$ cat src/rtl/kte_pkg.sv
`default_nettype none

package kte_pkg;

    // Position format: whole steps plus fraction bits
    localparam int FRAC_BITS = 8;
    localparam int POS_W     = 16 + FRAC_BITS;
    localparam int DIV_PAD   = 16 - FRAC_BITS;
    localparam int CHAN_N    = 9;

    typedef enum logic [2:0] {
        OP_LOAD   = 3'd0,
        OP_TICK   = 3'd1,
        OP_PLAY   = 3'd2,
        OP_STOP   = 3'd3,
        OP_SETPOS = 3'd4,
        OP_RESET  = 3'd5
    } op_t;

    typedef enum logic [1:0] {
        KIND_POSE = 2'd0,
        KIND_PLAY = 2'd1,
        KIND_STOP = 2'd2,
        KIND_LOOP = 2'd3
    } kind_t;

    typedef enum logic [2:0] {
        CFG_LOOP  = 3'd0,
        CFG_EASE  = 3'd1,
        CFG_COUNT = 3'd2,
        CFG_MASK  = 3'd3,
        CFG_TAG   = 3'd4
    } cfg_idx_t;

    typedef enum logic [3:0] {
        S_IDLE,
        S_SCAN,
        S_RD_A,
        S_RD_B,
        S_LD_B,
        S_DIV,
        S_EASE,
        S_CHAN,
        S_EMIT_POSE,
        S_EMIT_EVT
    } state_t;

    typedef struct packed {
        logic [15:0]        ktime;
        logic signed [15:0] x;
        logic signed [15:0] y;
        logic signed [15:0] w;
        logic signed [15:0] h;
        logic [7:0]         alpha;
        logic [31:0]        colour;
    } key_entry_t;

    // Quarter-wave sine, Q.16, 17 points
    function automatic logic [16:0] sine_q16(input logic [4:0] i);
        logic [16:0] r;
        case (i)
            5'd0:    r = 17'd0;
            5'd1:    r = 17'd6424;
            5'd2:    r = 17'd12785;
            5'd3:    r = 17'd19024;
            5'd4:    r = 17'd25080;
            5'd5:    r = 17'd30893;
            5'd6:    r = 17'd36410;
            5'd7:    r = 17'd41576;
            5'd8:    r = 17'd46341;
            5'd9:    r = 17'd50660;
            5'd10:   r = 17'd54491;
            5'd11:   r = 17'd57798;
            5'd12:   r = 17'd60547;
            5'd13:   r = 17'd62714;
            5'd14:   r = 17'd64277;
            5'd15:   r = 17'd65220;
            5'd16:   r = 17'd65536;
            default: r = 17'd65536;
        endcase
        return r;
    endfunction

endpackage

`default_nettype wire

$ cat src/rtl/keyframe_tween_engine.sv
// Play, stop, load, set position and reset are taken in idle; a play while stopped or a
// stop while playing emits one event item. A tick while playing scans the keyframe memory,
// reads the current and next keyframes, divides and eases if there is a next one, runs
// each channel on one shared multiplier, emits; a looping wrap with a key at 0 repeats it.
// One item is in work at a time; the output register holds a result while the next is built.
// Reset (rst_n low, asynchronous) clears play state, position and registers; keyframes keep.
`default_nettype none

module keyframe_tween_engine
    import kte_pkg::*;
#(
    parameter int KEYS = 16
)
(
    input  wire logic               clk,
    input  wire logic               rst_n,
    input  wire logic               in_valid,
    output logic                    in_stall,
    input  wire logic [2:0]         op,
    input  wire logic [3:0]         key_index,
    input  wire logic [15:0]        key_time,
    input  wire logic signed [15:0] key_x,
    input  wire logic signed [15:0] key_y,
    input  wire logic signed [15:0] key_w,
    input  wire logic signed [15:0] key_h,
    input  wire logic [7:0]         key_alpha,
    input  wire logic [31:0]        key_colour,
    input  wire logic [15:0]        delta_steps,
    input  wire logic [23:0]        new_position,
    output logic                    out_valid,
    input  wire logic               out_stall,
    output logic [1:0]              kind,
    output logic [15:0]             event_id,
    output logic signed [15:0]      pos_x,
    output logic signed [15:0]      pos_y,
    output logic signed [15:0]      width,
    output logic signed [15:0]      height,
    output logic [7:0]              opacity,
    output logic [31:0]             colour,
    output logic                    last,
    input  wire logic               cfg_we,
    input  wire logic [2:0]         cfg_index,
    input  wire logic [15:0]        cfg_data
);

    localparam int AW = $clog2(KEYS);
    localparam int CW = $clog2(KEYS + 1);

    // Configuration
    logic        loop_enable_reg;
    logic        ease_enable_reg;
    logic [4:0]  keyframe_count_reg;
    logic [5:0]  channel_mask_reg;
    logic [15:0] event_tag_reg;

    // Control
    state_t           state_reg, state_next;
    logic             playing_reg;
    logic [POS_W-1:0] pos_reg;

    // Keyframe memory
    key_entry_t mem [KEYS];
    key_entry_t rdata_reg;
    logic [AW-1:0] raddr;

    // Scan
    logic [CW-1:0] cnt_reg;
    logic          ev_v_reg;
    logic [AW-1:0] ev_idx_reg;
    logic [AW-1:0] cur_reg, nxt_reg;
    logic          cur_found_reg, nxt_found_reg;
    logic [15:0]   tc_reg, tn_reg, tlast_reg;
    logic          has_zero_reg;
    logic          second_reg;

    // Result sequencing
    logic  pose_last_reg;
    kind_t evt_kind_reg;
    logic  evt_last_reg;
    logic  evt_tick_reg;

    // Pose datapath
    key_entry_t  a_reg, b_reg;
    logic [15:0] rem_reg, numlo_reg, q_reg, den_reg;
    logic [3:0]  dcnt_reg;
    logic [15:0] f_reg;
    logic [3:0]  chan_reg;
    logic signed [15:0] res_x_reg, res_y_reg, res_w_reg, res_h_reg;
    logic [7:0]  res_alpha_reg;
    logic [31:0] res_colour_reg;

    // Output register
    logic        out_valid_reg;
    kind_t       out_kind_reg;
    logic [15:0] out_id_reg;
    logic signed [15:0] out_x_reg, out_y_reg, out_w_reg, out_h_reg;
    logic [7:0]  out_alpha_reg;
    logic [31:0] out_colour_reg;
    logic        out_last_reg;

    logic             accept;
    logic [CW-1:0]    n_keys;
    logic             scan_done;
    logic             overflow;
    logic             out_free;
    logic             emit_go;
    logic [POS_W:0]   pos_sum;
    logic [POS_W-1:0] pos_tick;
    logic [POS_W-1:0] scan_t;

    assign accept   = in_valid && !in_stall;
    assign in_stall = (state_reg != S_IDLE);
    assign out_free = !out_valid_reg || !out_stall;

    // Clamp the key count to the table depth
    always_comb
    begin
        if (int'(keyframe_count_reg) > KEYS)
        begin
            n_keys = CW'(KEYS);
        end
        else
        begin
            n_keys = CW'(keyframe_count_reg);
        end
    end

    assign pos_sum  = {1'b0, pos_reg} + {{(POS_W + 1 - 16){1'b0}}, delta_steps};
    assign pos_tick = pos_sum[POS_W] ? {POS_W{1'b1}} : pos_sum[POS_W-1:0];
    assign scan_t   = {rdata_reg.ktime, {FRAC_BITS{1'b0}}};

    assign scan_done = (cnt_reg == n_keys) && !ev_v_reg;
    assign overflow  = (n_keys == '0) ? (pos_reg != '0)
                                      : (pos_reg > {tlast_reg, {FRAC_BITS{1'b0}}});

    // Pick the memory read address
    always_comb
    begin
        case (state_reg)
            S_SCAN:  raddr = cnt_reg[AW-1:0];
            S_RD_A:  raddr = cur_reg;
            S_RD_B:  raddr = nxt_reg;
            default: raddr = cur_reg;
        endcase
    end

    // Write keyframes; the read data is registered
    always_ff @(posedge clk)
    begin
        if (accept && (op_t'(op) == OP_LOAD) && (int'(key_index) < KEYS))
        begin
            mem[AW'(key_index)] <= '{ktime: key_time, x: key_x, y: key_y, w: key_w,
                                     h: key_h, alpha: key_alpha, colour: key_colour};
        end
        rdata_reg <= mem[raddr];
    end

    // Divider step
    logic [16:0] div_t;
    logic        div_ge;
    logic [16:0] div_sub;
    assign div_t   = {rem_reg, numlo_reg[15]};
    assign div_ge  = div_t >= {1'b0, den_reg};
    assign div_sub = div_t - {1'b0, den_reg};

    // Division operands from the scan result
    logic [POS_W-1:0]         a_diff;
    logic [POS_W+DIV_PAD-1:0] div_num;
    assign a_diff  = pos_reg - {tc_reg, {FRAC_BITS{1'b0}}};
    assign div_num = {a_diff, {DIV_PAD{1'b0}}};

    // Sine ease from the quarter-wave table
    logic [16:0] sin_lo, sin_hi, sin_diff;
    logic [28:0] sin_prod;
    logic [16:0] ease_sum;
    assign sin_lo   = sine_q16({1'b0, q_reg[15:12]});
    assign sin_hi   = sine_q16({1'b0, q_reg[15:12]} + 5'd1);
    assign sin_diff = sin_hi - sin_lo;
    assign sin_prod = 29'(sin_diff) * 29'(q_reg[11:0]);
    assign ease_sum = sin_lo + 17'(sin_prod >> 12);

    // Channel interpolation on one shared multiplier
    logic signed [16:0] ch_a, ch_b;
    logic               ch_en;
    logic signed [17:0] ch_d;
    logic [16:0]        ch_mag;
    logic [32:0]        ch_prod;
    logic [16:0]        ch_p;
    logic signed [17:0] ch_v;
    logic [1:0]         ch_byte;

    assign ch_byte = 2'(chan_reg - 4'd5);

    always_comb
    begin
        case (chan_reg)
            4'd0:
            begin
                ch_a = 17'(a_reg.x);
                ch_b = 17'(b_reg.x);
                ch_en = channel_mask_reg[0];
            end
            4'd1:
            begin
                ch_a = 17'(a_reg.y);
                ch_b = 17'(b_reg.y);
                ch_en = channel_mask_reg[1];
            end
            4'd2:
            begin
                ch_a = 17'(a_reg.w);
                ch_b = 17'(b_reg.w);
                ch_en = channel_mask_reg[2];
            end
            4'd3:
            begin
                ch_a = 17'(a_reg.h);
                ch_b = 17'(b_reg.h);
                ch_en = channel_mask_reg[3];
            end
            4'd4:
            begin
                ch_a = {9'd0, a_reg.alpha};
                ch_b = {9'd0, b_reg.alpha};
                ch_en = channel_mask_reg[4];
            end
            default:
            begin
                ch_a = {9'd0, a_reg.colour[8*ch_byte +: 8]};
                ch_b = {9'd0, b_reg.colour[8*ch_byte +: 8]};
                ch_en = channel_mask_reg[5];
            end
        endcase
        ch_d    = 18'(ch_b) - 18'(ch_a);
        ch_mag  = ch_d[17] ? 17'(-ch_d) : 17'(ch_d);
        ch_prod = 33'(ch_mag) * 33'(f_reg);
        ch_p    = ch_prod[32:16];
        ch_v    = ch_d[17] ? (18'(ch_a) - 18'(ch_p)) : (18'(ch_a) + 18'(ch_p));
    end

    // State register
    always_ff @(posedge clk or negedge rst_n)
    begin
        if (!rst_n)
        begin
            state_reg <= S_IDLE;
        end
        else
        begin
            state_reg <= state_next;
        end
    end

    // Next state and emit strobe
    always_comb
    begin
        state_next = state_reg;
        emit_go    = 1'b0;
        case (state_reg)
            S_IDLE:
            begin
                if (in_valid)
                begin
                    case (op_t'(op))
                        OP_TICK:
                        begin
                            if (playing_reg)
                            begin
                                state_next = S_SCAN;
                            end
                        end
                        OP_PLAY:
                        begin
                            if (!playing_reg)
                            begin
                                state_next = S_EMIT_EVT;
                            end
                        end
                        OP_STOP:
                        begin
                            if (playing_reg)
                            begin
                                state_next = S_EMIT_EVT;
                            end
                        end
                        default: state_next = S_IDLE;
                    endcase
                end
            end
            S_SCAN:
            begin
                if (scan_done)
                begin
                    if (cur_found_reg)
                    begin
                        state_next = S_RD_A;
                    end
                    else if (!second_reg && overflow)
                    begin
                        state_next = S_EMIT_EVT;
                    end
                    else
                    begin
                        state_next = S_IDLE;
                    end
                end
            end
            S_RD_A: state_next = S_RD_B;
            S_RD_B: state_next = nxt_found_reg ? S_LD_B : S_CHAN;
            S_LD_B: state_next = S_DIV;
            S_DIV:
            begin
                if (dcnt_reg == 4'd0)
                begin
                    state_next = S_EASE;
                end
            end
            S_EASE: state_next = S_CHAN;
            S_CHAN:
            begin
                if (chan_reg == 4'(CHAN_N - 1))
                begin
                    state_next = S_EMIT_POSE;
                end
            end
            S_EMIT_POSE:
            begin
                if (out_free)
                begin
                    emit_go    = 1'b1;
                    state_next = pose_last_reg ? S_IDLE : S_EMIT_EVT;
                end
            end
            S_EMIT_EVT:
            begin
                if (out_free)
                begin
                    emit_go    = 1'b1;
                    state_next = (evt_tick_reg && !evt_last_reg) ? S_SCAN : S_IDLE;
                end
            end
            default: state_next = S_IDLE;
        endcase
    end

    // Configuration, play state, scan and sequencing control
    always_ff @(posedge clk or negedge rst_n)
    begin
        if (!rst_n)
        begin
            loop_enable_reg    <= 1'b0;
            ease_enable_reg    <= 1'b0;
            keyframe_count_reg <= '0;
            channel_mask_reg   <= '0;
            event_tag_reg      <= 16'hFFFF;
            playing_reg        <= 1'b0;
            pos_reg            <= '0;
            cnt_reg            <= '0;
            ev_v_reg           <= 1'b0;
            cur_found_reg      <= 1'b0;
            nxt_found_reg      <= 1'b0;
            has_zero_reg       <= 1'b0;
            second_reg         <= 1'b0;
            pose_last_reg      <= 1'b0;
            evt_kind_reg       <= KIND_PLAY;
            evt_last_reg       <= 1'b0;
            evt_tick_reg       <= 1'b0;
            dcnt_reg           <= '0;
            chan_reg           <= '0;
        end
        else
        begin
            // Take register writes
            if (cfg_we)
            begin
                case (cfg_idx_t'(cfg_index))
                    CFG_LOOP:  loop_enable_reg    <= cfg_data[0];
                    CFG_EASE:  ease_enable_reg    <= cfg_data[0];
                    CFG_COUNT: keyframe_count_reg <= cfg_data[4:0];
                    CFG_MASK:  channel_mask_reg   <= cfg_data[5:0];
                    CFG_TAG:   event_tag_reg      <= cfg_data;
                    default:   ;
                endcase
            end

            case (state_reg)
                S_IDLE:
                begin
                    if (in_valid)
                    begin
                        case (op_t'(op))
                            OP_TICK:
                            begin
                                if (playing_reg)
                                begin
                                    pos_reg       <= pos_tick;
                                    second_reg    <= 1'b0;
                                    cnt_reg       <= '0;
                                    ev_v_reg      <= 1'b0;
                                    cur_found_reg <= 1'b0;
                                    nxt_found_reg <= 1'b0;
                                    has_zero_reg  <= 1'b0;
                                end
                            end
                            OP_PLAY:
                            begin
                                if (!playing_reg)
                                begin
                                    playing_reg  <= 1'b1;
                                    evt_kind_reg <= KIND_PLAY;
                                    evt_last_reg <= 1'b1;
                                    evt_tick_reg <= 1'b0;
                                end
                            end
                            OP_STOP:
                            begin
                                if (playing_reg)
                                begin
                                    playing_reg  <= 1'b0;
                                    evt_kind_reg <= KIND_STOP;
                                    evt_last_reg <= 1'b1;
                                    evt_tick_reg <= 1'b0;
                                end
                            end
                            OP_SETPOS: pos_reg <= POS_W'(new_position);
                            OP_RESET:
                            begin
                                playing_reg <= 1'b0;
                                pos_reg     <= '0;
                            end
                            default: ;
                        endcase
                    end
                end
                S_SCAN:
                begin
                    // Issue the next slot, evaluate the one read last cycle
                    if (cnt_reg < n_keys)
                    begin
                        cnt_reg  <= cnt_reg + 1'b1;
                        ev_v_reg <= 1'b1;
                    end
                    else
                    begin
                        ev_v_reg <= 1'b0;
                    end
                    if (ev_v_reg)
                    begin
                        if (scan_t <= pos_reg)
                        begin
                            cur_found_reg <= 1'b1;
                        end
                        else if (!nxt_found_reg)
                        begin
                            nxt_found_reg <= 1'b1;
                        end
                        if (rdata_reg.ktime == 16'd0)
                        begin
                            has_zero_reg <= 1'b1;
                        end
                    end
                    // Decide what the tick emits
                    if (scan_done)
                    begin
                        if (!second_reg && overflow)
                        begin
                            pose_last_reg <= 1'b0;
                            evt_kind_reg  <= loop_enable_reg ? KIND_LOOP : KIND_STOP;
                            evt_last_reg  <= !(loop_enable_reg && has_zero_reg);
                            evt_tick_reg  <= 1'b1;
                        end
                        else
                        begin
                            pose_last_reg <= 1'b1;
                        end
                    end
                end
                S_RD_B:
                begin
                    if (!nxt_found_reg)
                    begin
                        chan_reg <= '0;
                    end
                end
                S_LD_B: dcnt_reg <= 4'd15;
                S_DIV:  dcnt_reg <= dcnt_reg - 4'd1;
                S_EASE: chan_reg <= '0;
                S_CHAN: chan_reg <= chan_reg + 4'd1;
                S_EMIT_EVT:
                begin
                    // Wrap or stop at the end of the timeline
                    if (emit_go && evt_tick_reg)
                    begin
                        playing_reg <= loop_enable_reg;
                        pos_reg     <= '0;
                        if (!evt_last_reg)
                        begin
                            second_reg    <= 1'b1;
                            cnt_reg       <= '0;
                            ev_v_reg      <= 1'b0;
                            cur_found_reg <= 1'b0;
                            nxt_found_reg <= 1'b0;
                            has_zero_reg  <= 1'b0;
                        end
                    end
                end
                default: ;
            endcase
        end
    end

    // Scan payload and pose datapath
    always_ff @(posedge clk)
    begin
        case (state_reg)
            S_SCAN:
            begin
                if (cnt_reg < n_keys)
                begin
                    ev_idx_reg <= cnt_reg[AW-1:0];
                end
                if (ev_v_reg)
                begin
                    tlast_reg <= rdata_reg.ktime;
                    if (scan_t <= pos_reg)
                    begin
                        cur_reg <= ev_idx_reg;
                        tc_reg  <= rdata_reg.ktime;
                    end
                    else if (!nxt_found_reg)
                    begin
                        nxt_reg <= ev_idx_reg;
                        tn_reg  <= rdata_reg.ktime;
                    end
                end
            end
            S_RD_B:
            begin
                a_reg <= rdata_reg;
                if (!nxt_found_reg)
                begin
                    b_reg <= rdata_reg;
                    f_reg <= '0;
                end
            end
            S_LD_B:
            begin
                b_reg     <= rdata_reg;
                rem_reg   <= div_num[POS_W+DIV_PAD-1 -: 16];
                numlo_reg <= div_num[15:0];
                den_reg   <= tn_reg - tc_reg;
                q_reg     <= '0;
            end
            S_DIV:
            begin
                rem_reg   <= div_ge ? div_sub[15:0] : div_t[15:0];
                q_reg     <= {q_reg[14:0], div_ge};
                numlo_reg <= {numlo_reg[14:0], 1'b0};
            end
            S_EASE: f_reg <= ease_enable_reg ? ease_sum[15:0] : q_reg;
            S_CHAN:
            begin
                case (chan_reg)
                    4'd0: res_x_reg <= ch_en ? ch_v[15:0] : 16'sd0;
                    4'd1: res_y_reg <= ch_en ? ch_v[15:0] : 16'sd0;
                    4'd2: res_w_reg <= ch_en ? ch_v[15:0] : 16'sd0;
                    4'd3: res_h_reg <= ch_en ? ch_v[15:0] : 16'sd0;
                    4'd4: res_alpha_reg <= ch_en ? ch_v[7:0] : 8'd0;
                    default: res_colour_reg[8*ch_byte +: 8] <= ch_en ? ch_v[7:0] : 8'd0;
                endcase
            end
            default: ;
        endcase
    end

    // Output register valid
    always_ff @(posedge clk or negedge rst_n)
    begin
        if (!rst_n)
        begin
            out_valid_reg <= 1'b0;
        end
        else if (emit_go)
        begin
            out_valid_reg <= 1'b1;
        end
        else if (!out_stall)
        begin
            out_valid_reg <= 1'b0;
        end
    end

    // Load the output register with a pose or an event
    always_ff @(posedge clk)
    begin
        if (emit_go)
        begin
            if (state_reg == S_EMIT_POSE)
            begin
                out_kind_reg   <= KIND_POSE;
                out_id_reg     <= '0;
                out_x_reg      <= res_x_reg;
                out_y_reg      <= res_y_reg;
                out_w_reg      <= res_w_reg;
                out_h_reg      <= res_h_reg;
                out_alpha_reg  <= res_alpha_reg;
                out_colour_reg <= res_colour_reg;
                out_last_reg   <= pose_last_reg;
            end
            else
            begin
                out_kind_reg   <= evt_kind_reg;
                out_id_reg     <= event_tag_reg;
                out_x_reg      <= '0;
                out_y_reg      <= '0;
                out_w_reg      <= '0;
                out_h_reg      <= '0;
                out_alpha_reg  <= '0;
                out_colour_reg <= '0;
                out_last_reg   <= evt_last_reg;
            end
        end
    end

    assign out_valid = out_valid_reg;
    assign kind      = out_kind_reg;
    assign event_id  = out_id_reg;
    assign pos_x     = out_x_reg;
    assign pos_y     = out_y_reg;
    assign width     = out_w_reg;
    assign height    = out_h_reg;
    assign opacity   = out_alpha_reg;
    assign colour    = out_colour_reg;
    assign last      = out_last_reg;

`ifndef NO_ASSERTIONS
    a_event_no_pose: assert property (@(posedge clk) disable iff (!rst_n)
        (out_valid && (out_kind_reg != KIND_POSE)) |-> ((out_x_reg == '0) && (out_colour_reg == '0)))
        else $error("event item carries pose data");

    a_pose_no_tag: assert property (@(posedge clk) disable iff (!rst_n)
        (out_valid && (out_kind_reg == KIND_POSE)) |-> (out_id_reg == '0))
        else $error("pose item carries an event tag");

    a_read_needs_key: assert property (@(posedge clk) disable iff (!rst_n)
        (state_reg == S_RD_A) |-> cur_found_reg)
        else $error("pose read without a current keyframe");

    a_div_rem: assert property (@(posedge clk) disable iff (!rst_n)
        (state_reg == S_DIV) |-> (rem_reg < den_reg))
        else $error("divider remainder out of range");

    a_emit_busy: assert property (@(posedge clk) disable iff (!rst_n)
        (out_valid && out_stall && !emit_go) |=> out_valid)
        else $error("result dropped while stalled");
`endif

endmodule

`default_nettype wire

$ cat config.mk
export PLATFORM = sky130hd
export DESIGN_NAME = keyframe_tween_engine
export DESIGN_NICKNAME = d
export VERILOG_FILES = /design/src/rtl/kte_pkg.sv /design/src/rtl/keyframe_tween_engine.sv
export SDC_FILE = /design/constraint.sdc
export NUM_CORES = 2
export LEC_CHECK = 0
export BUFFER_PORTS_ARGS = -buffer_cell sky130_fd_sc_hd__buf_4
export CAP_MARGIN = 20
export CELL_PAD_IN_SITES_DETAIL_PLACEMENT = 2
export CELL_PAD_IN_SITES_GLOBAL_PLACEMENT = 2
export CORE_MARGIN = 2
export CORE_UTILIZATION = 50
export CTS_CLUSTER_DIAMETER = 100
export CTS_CLUSTER_SIZE = 16
export DETAILED_ROUTE_END_ITERATION = 10
export GPL_ROUTABILITY_DRIVEN = 1
export GPL_TIMING_DRIVEN = 0
export PLACE_DENSITY_LB_ADDON = 0.1
export SETUP_SLACK_MARGIN = 0.02
export SYNTH_ARGS = -nofsm -noshare
export SYNTH_HDL_FRONTEND = slang
export SYNTH_SLANG_ARGS = --single-unit
$ cat constraint.sdc
create_clock -name clk -period 31.9 [get_ports clk]
set_input_delay 7.975 -clock clk [delete_from_list [all_inputs] [get_ports clk]]
set_output_delay 7.975 -clock clk [all_outputs]
set_load 0.1 [all_outputs]
==> results of run 1 <==
per-stage QoR:
stage | hold slack (ns) | std cells
2_1_floorplan | 0.404 | 7579
3_3_place_gp | 0.410 | 11100
logic make-up after synthesis:
group | count (synthesis) | synth area share (%)
AOI/OAI and AO/OA | 873 | 4.67
xor gates and xnor gates | 159 | 1.14
DFF | 2705 | 65.0
adders and majority gates | 707 | 9.45
and+or+nand+nor | 1506 | 6.11
buffers and inverters | 928 | 2.86
muxes | 701 | 10.8
synthesized netlist by cell type, types with 139 or more instances:
| library cell | n |
|---|---|
| ha_1 | 344 |
| fa_1 | 362 |
| a211oi_1 | 139 |
| mux2i_1 | 162 |
| nand2_1 | 518 |
| a21oi_1 | 274 |
| nor2_1 | 247 |
| edfxtp_1 | 2487 |
| mux4_2 | 488 |
| inv_1 | 580 |
| and2_1 | 276 |
| clkbuf_1 | 277 |
| nor2b_1 | 188 |
==> impl_metrics.json, run 1 <==
{
  "routabilityCongestion": 0.834,
  "rows": 181,
  "io_buffers": 314,
  "synthDominantCellAreaShare_pct": 61.1,
  "firstError": "[ERROR DPL-0033] detailed placement checks failed during check placement.",
  "die_w_microns": 499,
  "io_pins": 316,
  "run_status": "aborted with a tool error",
  "lastStage": "detailed placement (3_5_place_dp)",
  "synth-edff-count": 2487,
  "ys.flop_type": "edfxtp_1",
  "die_y_microns": 499,
  "yosys_warnings": 0,
  "avgSynthCellArea_sq_um": 16.1,
  "yosys.area.top_type": "edfxtp_1",
  "ys_types": 89,
  "synth_seq_cells": 2705,
  "hpwl_microns": 319000,
  "async_flop_share_pct": 3.03,
  "synthCells": 7579,
  "start_util_pct": 50.3,
  "netlist_area_sq_um": 122000,
  "seq_area_frac_synth_pct": 65.0,
  "ys_top_cells_by_area": "edfxtp_1 61%, mux4_2 9.0%, fa_1 5.9%",
  "synth_fp_nets": 8476
}
==> run 2, diff against run 1 <==
CELL_PAD_IN_SITES_DETAIL_PLACEMENT = not set   (was 2)
CELL_PAD_IN_SITES_GLOBAL_PLACEMENT = not set   (was 2)
CORE_UTILIZATION = 35   (was 50)
CTS_CLUSTER_DIAMETER = not set   (was 100)
CTS_CLUSTER_SIZE = not set   (was 16)
PLACE_DENSITY_LB_ADDON = 0.15   (was 0.1)
SETUP_SLACK_MARGIN = not set   (was 0.02)
==> run 2 against run 1 <==
- area after synthesis stayed put
- the run now ends clean
- synthesized cell count stayed put
==> impl_metrics.json, run 2 <==
{
  "layout_common_cells": "2487 x edfxtp_1, 580 x inv_1, 518 x nand2_1, 488 x mux4_2, 362 x fa_1",
  "routedWlPerCell_microns": 26.1,
  "cpMaxStageDelayCell": "a21oi_1",
  "ys_top_cells_by_area": "edfxtp_1 61%, mux4_2 9.0%, fa_1 5.9%",
  "path_clk_slew_ns": 0.06,
  "rows": 217,
  "antenna_found_initial": 68,
  "die_area_sq_um": 354000,
  "seq_area_frac_synth_pct": 65.0,
  "avgSynthCellArea_sq_um": 16.1,
  "worstHoldPathType": "flop to flop",
  "clock_sinks": 2705,
  "grt-ovfl-total": 0,
  "synth.most_common_cell": "edfxtp_1",
  "first_pass_iters": 6,
  "r2r_cells": 52,
  "ys_types": 89,
  "r2r_slack_ns": 14.27,
  "reg2reg_to": "res_y_reg[12]$_DFFE_PP_",
  "hold_path_end": "a_reg[40]$_DFFE_PP_",
  "tightest_slew_ns": 1.20,
  "setup_viol_count_final": 0,
  "cp_common_cell": "a21oi_1",
  "critPathLaunchType": "flop",
  "routed_via_density": 5.13,
  "clock_skew_ns": 0.0775,
  "postCtsSetupRepairBufs": 0,
  "slew-limit-headroom_pct": 18.9,
  "clk_path_buf_depth": 4,
  "largest_register_ff_count": 1920,
  "nNetsFinal": 9300,
  "yosys-top-cells-count": "2487 x edfxtp_1, 580 x inv_1, 518 x nand2_1",
  "routabilityCongestion": 0.840,
  "min-delay-start": "rdata_reg[40]$_DFF_P_",
  "area_growth_pct": 17.5,
  "tns_ns": 0,
  "drc": 0,
  "cts-buffers-inserted": 303,
  "grt.busiest_layer": "met2",
  "die_y_microns": 595,
  "post-route-period-util_pct": 55.3,
  "min_path_cells": 0,
  "yosys_warnings": 0,
  "drt_iter0_markers": 5936,
  "slew_viol_final": 0,
  "run_status": "complete, no violations",
  "worstSkewPairLatency_ns": 0.92,
  "io_buffers": 314,
  "gr-usage-met2_pct": 32.1,
  "synth_seq_cells": 2705,
  "rsz0062_at_grt": "false",
  "async_flop_share_pct": 3.03,
  "crit_type": "flop to flop",
  "start_util_pct": 35.1,
  "layout-drive-gt1-share_pct": 18.3,
  "tritoncts": "built",
  "endpoint_kind": "flop",
  "synth-edff-count": 2487,
  "crit_fanout": 10,
  "cts_max_level": 5,
  "yosys.area.top_type": "edfxtp_1",
  "r2r-start": "chan_reg[0]$_DFFE_PN0P_",
  "synthCells": 7579,
  "die_w_microns": 595,
  "cts_resized": 0,
  "io_pins": 316,
  "core_sq_um": 349000,
  "cts_root_buf": "clkbuf_16",
  "grt.met3_usage_pct": 3.38,
  "synth_fp_nets": 8476,
  "wl_microns": 346000,
  "crit_arrival_ns": 18.18,
  "required_ns": 32.45,
  "vias": 68100,
  "hold_violations": 0,
  "grt_pass1_vias": 70700,
  "mostFrequentLayoutCell": "edfxtp_1",
  "hpwl_microns": 251000,
  "synthDominantCellAreaShare_pct": 61.1,
  "met1_usage_pct": 26.7,
  "netlist_area_sq_um": 122000,
  "max_stage_delay_ns": 0.87,
  "hold_buffers": 0,
  "post-route-min-period_ns": 17.63,
  "maxCapViolations": 0,
  "grt_use_total_pct": 19.4,
  "ys.flop_type": "edfxtp_1",
  "fmax_mhz": 56.7,
  "grt_pass1_wl_microns": 501000,
  "ant_nets": 0,
  "fillers": 31600,
  "grt_max_degree": 65
}
## run 2: cell counts after synthesis
Identical to the previous run, type by type.
## run 2: final cells by class
| class | count | area (sq um) | area share (%) |
|---|---|---|---|
| diodes | 8 | 20.0 | 0.0139 |
| plain buffers | 346 | 1340 | 0.932 |
| clock buffers | 401 | 8280 | 5.76 |
| clock inverters | 154 | 1430 | 0.998 |
| inverters | 582 | 2180 | 1.52 |
| multi-input cells | 3946 | 39500 | 27.5 |
| flip-flops and latches | 2705 | 79500 | 55.3 |
| well taps | 4599 | 5750 | 4.00 |
| repair buffers | 519 | 5690 | 3.96 |
## run 2: worst max-delay path by stage
stage	startpoint	cells past startpoint	slack, ns	to
after detailed placement	chan_reg[0]$_DFFE_PN0P_	53	14.27	res_y_reg[9]$_DFFE_PP_
after global routing	chan_reg[0]$_DFFE_PN0P_	55	13.18	res_x_reg[11]$_DFFE_PP_
after floorplan	op[0]	4	13.95	mem[0][0]$_DFFE_PP_
after global placement	in_valid	5	0.81	mem[8][9]$_DFFE_PP_
after CTS	chan_reg[0]$_DFFE_PN0P_	54	14.15	res_y_reg[9]$_DFFE_PP_
final	chan_reg[0]$_DFFE_PN0P_	52	14.27	res_y_reg[12]$_DFFE_PP_
## run 2: cell families after synthesis
family                   synth area share, %
buffers and inverters                   2.86
multiplexers                            10.8
XOR/XNOR                                1.14
adder cells (fa/ha/maj)                 9.45
flip-flops                              65.0
AND/OR/NAND/NOR                         6.11
AO/OA/AOI/OAI                           4.67
## run 2: per-stage QoR
stage | util, % | instances | worst slack [ns] | hold WS, ns | cell area, sq um
finish | 41.2 | 13300 | 14.27 | 0.422 | 144000
global route | 41.2 | 13300 | 13.18 | 0.429 | 144000
CTS | 41.1 | 13200 | 14.15 | 0.405 | 143000
detailed placement | 38.3 | 12700 | 14.27 | 0.410 | 134000
global placement | 37.4 | 12500 | 0.813 | 0.416 | 130000
floorplan | - | 7579 | 13.95 | 0.404 | 122000
## run 2: per-layer routing
layer | share of wire (%) | vias up
li1 | - | 30100
met1 | 44 | 35600
met2 | 48 | 1860
met3 | 6.0 | 438
met4 | 2.0 | 50
met5 | 0.088 | -
## run 2: worst max-delay path: cells and delay by family (launching register included)
| family | cells | cell delay, ns |
|---|---|---|
| fa+ha+maj | 11 | 4.67 |
| xor+xnor | 2 | 0.87 |
| buf+inv | 12 | 3.96 |
| simple gates | 9 | 1.65 |
| flops | 1 | 0.42 |
| compound gates | 18 | 5.64 |
Power of run 2 is not shown: default switching activity piles up to over one toggle a cycle in this logic, so the estimate is an artifact.
